File: config.mk
export PLATFORM = sky130hd
export DESIGN_NAME = tss_ctrl
export DESIGN_NICKNAME = d
export VERILOG_FILES = /design/src/rtl/tss_pkg.sv /design/src/rtl/tss_ctrl.sv
export SDC_FILE = /design/constraint.sdc
export NUM_CORES = 1
export LEC_CHECK = 0
export ABC_AREA = 1
export BUFFER_PORTS_ARGS = -buffer_cell sky130_fd_sc_hd__buf_2
export CAP_MARGIN = 5
export CORE_MARGIN = 2
export CORE_UTILIZATION = 49
export CTS_BUF_LIST = sky130_fd_sc_hd__clkbuf_16
export DETAILED_ROUTE_END_ITERATION = 12
export MAX_ROUTING_LAYER = met4
export PLACE_DENSITY_LB_ADDON = 0.05
export SYNTH_ARGS = -nofsm -noshare
export SYNTH_HDL_FRONTEND = slang
export SYNTH_SLANG_ARGS = --single-unit
export TNS_END_PERCENT = 20
File: constraint.sdc
create_clock -name clk -period 1.3 [get_ports clk]
set_input_delay 0.26 -clock clk [delete_from_list [all_inputs] [get_ports clk]]
set_output_delay 0.26 -clock clk [all_outputs]
set_load 0.005 [all_outputs]
File: src/rtl/tss_pkg.sv
package tss_pkg;

  // Input function codes.
  localparam logic FUNC_TEXEL = 1'b0;
  localparam logic FUNC_DRAW  = 1'b1;

  // Configuration register indexes.
  localparam int CFG_IDX_W = 3;
  localparam int CFG_DATA_W = 32;
  localparam logic [CFG_IDX_W-1:0] REG_GAIN_RED   = 3'd0;
  localparam logic [CFG_IDX_W-1:0] REG_GAIN_GREEN = 3'd1;
  localparam logic [CFG_IDX_W-1:0] REG_GAIN_BLUE  = 3'd2;
  localparam logic [CFG_IDX_W-1:0] REG_FOG_COLOUR = 3'd3;
  localparam logic [CFG_IDX_W-1:0] REG_FOG_MODE   = 3'd4;
  localparam logic [CFG_IDX_W-1:0] REG_STEP_X     = 3'd5;
  localparam logic [CFG_IDX_W-1:0] REG_STEP_Y     = 3'd6;

  localparam logic [8:0] GAIN_UNITY = 9'd256;

  // Commands from the controller to the datapath.
  typedef struct packed {
    logic tex_write;
    logic load_start;
    logic issue;
    logic issue_last;
  } cmd_t;

  // Status from the datapath to the controller.
  typedef struct packed {
    logic busy;
    logic adv;
  } stat_t;

endpackage

File: src/rtl/tss_ctrl.sv
module tss_ctrl #(
  parameter int MAX_RUN = 64
) (
  input  logic             clk,
  input  logic             rst_n,
  input  logic             in_valid,
  output logic             in_stall,
  input  logic             in_func,
  input  logic             in_continue_run,
  input  logic [6:0]       in_pixel_count,
  input  tss_pkg::stat_t   stat,
  output tss_pkg::cmd_t    cmd
);

  localparam int CNT_W = $clog2(MAX_RUN + 1);
  localparam logic ST_IDLE = 1'b0;
  localparam logic ST_RUN  = 1'b1;

  logic             state_r, state_nxt;
  logic [CNT_W-1:0] remaining_r, remaining_nxt;
  logic [CNT_W-1:0] sat_count;
  logic             accept;

  assign in_stall = (state_r != ST_IDLE) || stat.busy;
  assign accept = in_valid && !in_stall;
  assign sat_count = (in_pixel_count > 7'(MAX_RUN)) ? CNT_W'(MAX_RUN)
                                                    : CNT_W'(in_pixel_count);

  always_comb begin
    state_nxt = state_r;
    remaining_nxt = remaining_r;
    cmd = '0;
    case (state_r)
      ST_IDLE: begin
        if (accept) begin
          if (in_func == tss_pkg::FUNC_TEXEL) begin
            cmd.tex_write = 1'b1;
          end else begin
            cmd.load_start = !in_continue_run;
            if (sat_count != '0) begin
              state_nxt = ST_RUN;
              remaining_nxt = sat_count;
            end
          end
        end
      end
      ST_RUN: begin
        // One pixel enters the pipeline in every cycle the pipeline moves.
        if (stat.adv) begin
          cmd.issue = 1'b1;
          cmd.issue_last = (remaining_r == CNT_W'(1));
          remaining_nxt = remaining_r - CNT_W'(1);
          if (remaining_r == CNT_W'(1)) begin
            state_nxt = ST_IDLE;
          end
        end
      end
      default: begin
        state_nxt = ST_IDLE;
      end
    endcase
  end

  always_ff @(posedge clk) begin
    if (!rst_n) begin
      state_r <= ST_IDLE;
      remaining_r <= '0;
    end else begin
      state_r <= state_nxt;
      remaining_r <= remaining_nxt;
    end
  end

  run_has_pixels: assert property (@(posedge clk) disable iff (!rst_n)
    state_r == ST_RUN |-> remaining_r != '0)
    else $error("run state entered with no pixels left");

  issue_only_in_run: assert property (@(posedge clk) disable iff (!rst_n)
    cmd.issue |-> state_r == ST_RUN && stat.adv)
    else $error("pixel issued outside a run or into a frozen pipeline");

  last_ends_run: assert property (@(posedge clk) disable iff (!rst_n)
    cmd.issue_last |=> state_r == ST_IDLE)
    else $error("run did not end after its last pixel");

endmodule

==> results of run 1 <==
[cell type report]
cell class,count,area [sq um]
sequential,8,170
fill,104,317
inverter,14,57.6
clock buffer,3,75.1
timing repair buffer,30,184
tap,15,18.8
multi-input combinational,79,447
[Yosys cell counts, types with 2 or more instances]
cell type,count
sky130_fd_sc_hd__a21oi_1,5
sky130_fd_sc_hd__nand2_1,26
sky130_fd_sc_hd__ha_1,2
sky130_fd_sc_hd__dfxtp_1,8
sky130_fd_sc_hd__nand4_1,2
sky130_fd_sc_hd__o21ai_0,6
sky130_fd_sc_hd__inv_1,13
sky130_fd_sc_hd__nand3_1,9
sky130_fd_sc_hd__nor2_1,20
[worst paths after layout]
kind	end	start	cells past startpoint	slack, ps
worst max-delay path	cmd[0]	remaining_r[4]	6	-120
worst max register to register	remaining_r[4]	remaining_r[0]	9	0
worst min-delay path	remaining_r[4]	rst_n	3	320
worst min register to register	remaining_r[5]	remaining_r[5]	2	490
[registers in the layout (all words and copies together) (netlist names)]
signal       count
remaining_r      7
state_r          1
[what timing repair did]
action / in CTS / in global routing
buffers inserted: 7 / 3
pin swaps: 3 / 5
endpoints found under the setup margin: 4 / 7
resized for setup: 11 / 13
[tightest hold or removal path, cell delays in order]
cell and delay (ps):
sky130_fd_sc_hd__buf_2 140, sky130_fd_sc_hd__o21ai_0 80, sky130_fd_sc_hd__nor2_1 40
[cell usage in the layout, fill, tap and decap left out, drive strengths merged]
cell / instances
buf: 30
nand2: 28
nor2: 21
inv: 14
nand3: 10
dfxtp: 8
o21ai: 7
a21oi: 6
clkbuf: 3
nand4: 3
ha: 2
nor3: 1
xor2: 1
[kinds of logic after synthesis]
logic type               Yosys count  share of synthesized area
buffers and inverters             15                      0.107
XOR/XNOR                           1                     0.0136
flip-flops                         8                      0.250
AND/OR/NAND/NOR                   63                      0.472
adder cells (fa/ha/maj)            2                     0.0390
AO/OA/AOI/OAI                     13                      0.119
[metal layers]
| layer | global-route usage | vias to the layer above | wire length (um) | part of all wire |
|---|---|---|---|---|
| met5 | - | - | 0 | 0 |
| met2 | 0.480 | 30 | 989 | 0.52 |
| li1 | - | 390 | - | - |
| met3 | 0.0667 | 6 | 80 | 0.042 |
| met1 | 0.247 | 374 | 771 | 0.41 |
| met4 | 0.100 | 0 | 44 | 0.023 |
[report_power, final]
group	leakage [nW]	total [W]	switching, W	internal (W)
clock network	0.0370	0.000519	0.000122	0.000397
registers	0.0683	0.000281	0.0000173	0.000264
logic	0.392	0.000264	0.000149	0.000116
[stage by stage]
stage	hold slack, ps	worst slack (ps)	setup TNS (ps)
CTS	321	-114	-199
detailed placement	486	11.4	0
global placement	474	40.9	0
finish	325	-119	-119
global route	326	-149	-320
floorplan	383	116	0
==> summary.txt, run 1 <==
STA
  – Clock Skews: around 2.2 ps
  – Relative max-transition margin: 0.839
  – Final Cycle Share: 1.09
  – Final worst setup slack: -119 ps
  – Final critical-path required period: 1420 ps
  – Unrepaired setup endpoints after global routing: true
  – Worst slew pin tran: between 200 and 250 ps
  – Slew Limit Fails: 0
  – Maximum operating frequency: just over 700 MHz
  – Final count of negative-setup-slack endpoints: 1
  – Final Hold Vio Count: 0

Critical path
  – CP Data Arrival Time: between 1000 and 1500 ps
  – Critical-path top delay cell: sky130_fd_sc_hd__dfxtp_2
  – Setup crit end kind: output pin
  – Total buffers and inverters traversed by the critical path: 2
  – Crit-path max FO: 3
  – Worst path required time: 1040 ps
  – Kind of cell adding the most delay to the critical path: simple AND/OR/NAND/NOR gates
  – Cell chain of the critical path: inv_2 -> nand2_2 -> nor2_4 -> nand4_1 -> nor2_1 -> buf_2
  – Kind of critical path: reg -> out
  – Startpoint kind of the worst setup timing path: register
  – Delay of the slowest critical-path stage: roughly 330 ps

Job
  – Max-cap violations: 0

Place
  – Placed instance count: 137
  – Final Wtd Congestion: roughly 0.9
  – Final HPWL DP: 1220 um
  – Post-placement cell area: 762 sq um
  – Count of input and output buffers: 18

Yosys
  – Synthesized area per cell: 6.29 sq um
  – Number of different library cells in the post-synthesis netlist: 20
  – Top cell type by total area after synthesis: sky130_fd_sc_hd__dfxtp_1
  – Post-synthesis register bit count: 8
  – Dominant cells by area after synthesis: sky130_fd_sc_hd__dfxtp_1, sky130_fd_sc_hd__nand2_1, sky130_fd_sc_hd__nor2_1
  – Gate count after technology mapping: 102
  – Async set-reset flop share out of synthesis: 0
  – Sequential area share after synthesis: 0.250
  – Synthesized netlist net count: 118
  – Yosys warning total: 0
  – Most common flop cell mapped by yosys: sky130_fd_sc_hd__dfxtp_1
  – Cell area after synthesis: 642 sq um
  – Count of flip-flops with a built-in enable after synthesis: 0
  – Synth top area share: 0.250

Detailed routing
  – Residual DRC count: 0
  – Total length of routed wires: around 1900 um
  – First-pass iteration count of the detailed router: 4
  – Number of DRC violations after detailed-routing iteration 0: 22
  – Wire length per cell after detailed routing: 12.7 um
  – Post-DR vias/cell: 5.37
  – Vias: 800
  – Post-route antenna net violation count: 0

Final layout
  – Final layout net count: 152
  – Number of diodes: 0
  – Synthesis-to-layout area growth: 48.3%
  – Number of non-filler instances in the completed layout: 149
  – Share of post-route cells with drive strength above 1: 0.455
  – Final core area utilization: 0.750
  – Post-layout instance area: 952 sq um

Power
  – Worst vdd rail ir drop: around 0.66 mV
  – Final total power: 0.00106 W
  – Power density cells: 1120 nW/um^2
  – Leakage dissipation: 0.497 nW

Clock tree
  – CTS Hold Buffers Added: 0
  – H-tree level count: 1
  – TritonCTS clock tree: done
  – CTS Buf Count: 3
  – CTS clk-pin slew, worst paths: approximately 40 ps
  – Largest buffer count on any clock path: 2
  – Latest clock arrival within the worst-skew pair: between 200 and 250 ps
  – CTS Root Cell: sky130_fd_sc_hd__clkbuf_16
  – Count of clock tree sinks: 8

Die
  – Horizontal extent of the die: about 40 um
  – Number of rows in the core area: 13
  – Starting density of the core: 0.506
  – Placeable core region: 1270 sq um
  – Y dimension of the die: between 40 and 50 um
  – Ports placed on the boundary: 19
  – Area of the die: 1620 sq um

Global routing
  – Gr usage total: 0.256
  – Vias in the first global route: 653
  – Congestion Overflow GR: 0
  – Wire length of the first global-routing pass: 2550 um
  – Pin count of the biggest net entering global routing: 8
  – Number of antenna violations at the first check in global routing: 0

Outcome
  – Violations in the final reports: setup timing
  – Outcome: complete, but fails checks

Worst hold path
  – Min-Delay Path Class: in -> reg
No activity file was read; power rests on OpenSTA's default activity.
==> run 2, diff against run 1 <==
--- a/config.mk
+++ b/config.mk
@@ -5,11 +5,10 @@
 export SDC_FILE = /design/constraint.sdc
 export NUM_CORES = 1
 export LEC_CHECK = 0
-export ABC_AREA = 1
 export BUFFER_PORTS_ARGS = -buffer_cell sky130_fd_sc_hd__buf_2
 export CAP_MARGIN = 5
 export CORE_MARGIN = 2
-export CORE_UTILIZATION = 49
+export CORE_UTILIZATION = 40
 export CTS_BUF_LIST = sky130_fd_sc_hd__clkbuf_16
 export DETAILED_ROUTE_END_ITERATION = 12
 export MAX_ROUTING_LAYER = met4
==> run 2 against run 1 <==
The run still ends with setup timing left. Highest routed layer unchanged. Critical path depth shrank 1. Combinational power shrank 4%. Synthesized cell count shrank 28%. Area after synthesis shrank 12%. Critical endpoint is now remaining_r[5].
==> summary.txt, run 2 <==
Yosys
  – Simple-gate share of the synthesized area: 0.358 (-0.114)
  – Yosys warning total: 0 (unchanged)
  – Count of flip-flops with a built-in enable after synthesis: 0 (unchanged)
  – Synthesized area per cell: 7.71 sq um (+23%)
  – Number of different library cells in the post-synthesis netlist: 32 (+60%)
  – Most used standard cell by instance count after synthesis: sky130_fd_sc_hd__nand2_1
  – Post-synthesis register bit count: 8 (unchanged)
  – Combinational family with the most area after synthesis: simple AND/OR/NAND/NOR gates
  – Most common library cells after synthesis: sky130_fd_sc_hd__nand2_1, sky130_fd_sc_hd__dfxtp_1, sky130_fd_sc_hd__nor2_1
  – Cell area after synthesis: 563 sq um (-12%)
  – Mux cell area share after synthesis: 0 (unchanged)
  – Dominant cells by area after synthesis: sky130_fd_sc_hd__dfxtp_1, sky130_fd_sc_hd__nand2_1, sky130_fd_sc_hd__nand4bb_4
  – Top cell type by total area after synthesis: sky130_fd_sc_hd__dfxtp_1
  – Sequential area share after synthesis: 0.284 (+0.0349)
  – Most common flop cell mapped by yosys: sky130_fd_sc_hd__dfxtp_1
  – Gate count after technology mapping: 73 (-28%)
  – Adder-cell share of the synthesized area: 0.0444 (+0.00546)
  – Fraction of the mapped netlist area in compound gates: 0.238 (+0.119)
  – XOR/XNOR share of the synthesized area: 0.0156 (+0.00191)
  – Synthesized netlist net count: 89 (-25%)
  – Synth top area share: 0.284 (+0.0349)
  – Async set-reset flop share out of synthesis: 0 (unchanged)

Die
  – Number of rows in the core area: 13 (unchanged)
  – Ports placed on the boundary: 19 (unchanged)
  – Placeable core region: 1300 sq um (+2.6%)
  – Horizontal extent of the die: 41.5 um (+3.3%)
  – Starting density of the core: 0.433 (-0.0732)
  – Area of the die: 1720 sq um (+6.7%)
  – Y dimension of the die: 41.5 um (+3.3%)

Detailed routing
  – Vias: 716 (-11%)
  – Post-route antenna net violation count: 0 (unchanged)
  – Wire length per cell after detailed routing: 15.1 um (+19%)
  – Number of DRC violations after detailed-routing iteration 0: 24 (+9.1%)
  – Residual DRC count: 0 (unchanged)
  – First-pass iteration count of the detailed router: 5 (+1)
  – Total length of routed wires: 1880 um (about the same)
  – Post-DR vias/cell: 5.73 (+6.7%)

Place
  – Placed instance count: 116 (-15%)
  – Final HPWL DP: 1150 um (-6.1%)
  – Post-placement cell area: 754 sq um (-0.99%)
  – Count of input and output buffers: 18 (unchanged)
  – Final Wtd Congestion: 0.876 (-1.7%)

Job
  – Max-cap violations: 0 (unchanged)

Final layout
  – Post-layout instance area: 988 sq um (+3.8%)
  – Largest register by flop count: remaining_r
  – Most common cell after layout, fill and taps aside: sky130_fd_sc_hd__buf_2
  – Largest register FFs: 7 (unchanged)
  – Share of post-route cells with drive strength above 1: 0.591 (+0.136)
  – Final layout net count: 128 (-16%)
  – Number of non-filler instances in the completed layout: 125 (-16%)
  – Largest registers ranked by flip-flop count: remaining_r (7), state_r (1)
  – Total of fill cells in the finished design: 88 (-15%)
  – Number of diodes: 0 (unchanged)
  – Synthesis-to-layout area growth: 75.6%
  – Commonest cells after routing, fill and taps aside: sky130_fd_sc_hd__buf_2, sky130_fd_sc_hd__buf_4, sky130_fd_sc_hd__nand2_1

Critical path
  – Crit-path max FO: 2 (-1)
  – Worst path required time: 1420 ps (+380 ps)
  – Kind of critical path: reg -> reg
  – Total buffers and inverters traversed by the critical path: 1 (-1)
  – Cell chain of the critical path: buf_4 -> or3_1 -> or3_1 -> a21oi_2 -> o2bb2ai_1
  – Setup crit end kind: register
  – Most common cell type on the critical path: sky130_fd_sc_hd__or3_1
  – CP Data Arrival Time: 1580 ps (+420 ps)
  – Launching instance or port of the critical path: remaining_r[1]
  – Kind of cell adding the most delay to the critical path: simple AND/OR/NAND/NOR gates
  – Delay of the slowest critical-path stage: 370 ps (+40 ps)
  – Startpoint kind of the worst setup timing path: register
  – Critical-path top delay cell: sky130_fd_sc_hd__or3_1
  – Reg2Reg Launch Point: remaining_r[1]

Power
  – Final total power: 0.00104 W (-1.9%)
  – Combinational Power Share: 0.242 (-0.006)
  – Cell internal power dissipation: 0.000785 W (+1.0%)
  – Leakage dissipation: 0.450 nW (-9.4%)
  – Fraction of power spent switching nets: 0.249 (-0.0217)
  – Clock power frac: 0.499 (+0.012)
  – Sequential cell fraction of total power: 0.259 (-0.005)
  – Net Sw Power: 0.000260 W (-9.7%)
  – Power density cells: 1060 nW/um^2 (-5.5%)
  – Worst vdd rail ir drop: 0.681 mV (+2.4%)

Clock tree
  – CTS clk-pin slew, worst paths: 40 ps (about the same)
  – CTS Buf Count: 3 (unchanged)
  – CTS Root Cell: sky130_fd_sc_hd__clkbuf_16
  – Count of clock tree sinks: 8 (unchanged)
  – CTS Hold Buffers Added: 0 (unchanged)
  – H-tree level count: 1 (unchanged)
  – Latest clock arrival within the worst-skew pair: 230 ps (about the same)
  – TritonCTS clock tree: done
  – Largest buffer count on any clock path: 2 (unchanged)

Global routing
  – Vias in the first global route: 635 (-2.8%)
  – Number of antenna violations at the first check in global routing: 0 (unchanged)
  – Pin count of the biggest net entering global routing: 16 (+8)
  – Wire length of the first global-routing pass: 2970 um (+16%)
  – Congestion Overflow GR: 0 (unchanged)
  – Gr usage total: 0.233 (-0.0230)

Worst hold path
  – Min-Delay Path Class: in -> reg
  – Worst Min Path Start: rst_n

STA
  – Final Hold Vio Count: 0 (unchanged)
  – Final worst setup slack: -158 ps (-39.8 ps)
  – Slew Limit Fails: 0 (unchanged)
  – Final count of negative-setup-slack endpoints: 7 (+6)
  – Unrepaired setup endpoints after global routing: true
  – Worst slew pin tran: 378 ps (+137 ps)
  – Maximum operating frequency: 686 MHz (-2.7%)
  – Final Cycle Share: 1.12 (+0.0306)
  – Clock Skews: 4.33 ps (+2.13 ps)
  – Final critical-path required period: 1460 ps (+39.8 ps)
  – Relative max-transition margin: 0.748 (-0.0917)

Outcome
  – Violations in the final reports: setup timing
  – Outcome: complete, but fails checks
## run 2: final cells by class
type / instances / area [sq um] / share of cell area
tap: 15 / 18.8 / 0.0190
timing repair buffer: 37 / 244 / 0.247
sequential: 8 / 166 / 0.168
clock buffer: 3 / 75.1 / 0.0759
multi-input combinational: 57 / 465 / 0.471
inverter: 5 / 18.8 / 0.0190
## run 2: what timing repair did
action | in CTS | in global routing
pin swaps | 6 | 7
gates resized for setup | 19 | 11
buffers inserted | 5 | 1
setup endpoints to repair | 7 | 11
## run 2: stage by stage
stage          worst slack, ps   util  setup TNS, ps  hold WS (ps)
6_report                  -158  0.760           -650           355
4_1_cts                   -162  0.720           -581           349
5_1_grt                   -225  0.760          -1270           373
3_3_place_gp              -187  0.580           -900           437
3_5_place_dp              -243  0.580          -1160           450
2_1_floorplan           -0.122      -         -0.122           429
## run 2: worst paths after layout
path	end	slack [ps]	cells past startpoint
worst max-delay path	remaining_r[5]	-160	5
worst min-delay path	remaining_r[5]	360	2
worst max register to register	remaining_r[5]	-160	5
worst min register to register	remaining_r[5]	490	2
## run 2: cell families after synthesis
logic type,count (synthesis)
adder cells (fa/ha/maj),2
XOR/XNOR,1
buffers and inverters,8
AO/OA/AOI/OAI,19
AND/OR/NAND/NOR,35
flip-flops,8
## run 2: routing by layer
layer	up-vias	wire length (um)	part of all wire	GRT usage
li1	343	-	-	-
met1	323	759	0.40	0.294
met2	42	919	0.49	0.350
met3	8	168	0.089	0.0478
met4	0	37	0.020	0.116
met5	-	0	0	-
## run 2: power groups by stage
stage,Sequential (W),Clock (W),Combinational [W]
after detailed placement,0.000272,0,0.000193
after global routing,0.000272,0.000547,0.000274
final,0.000271,0.000521,0.000253
after floorplan,0.000271,0,0.000107
after global placement,0.000272,0,0.000192
after CTS,0.000269,0.000530,0.000228
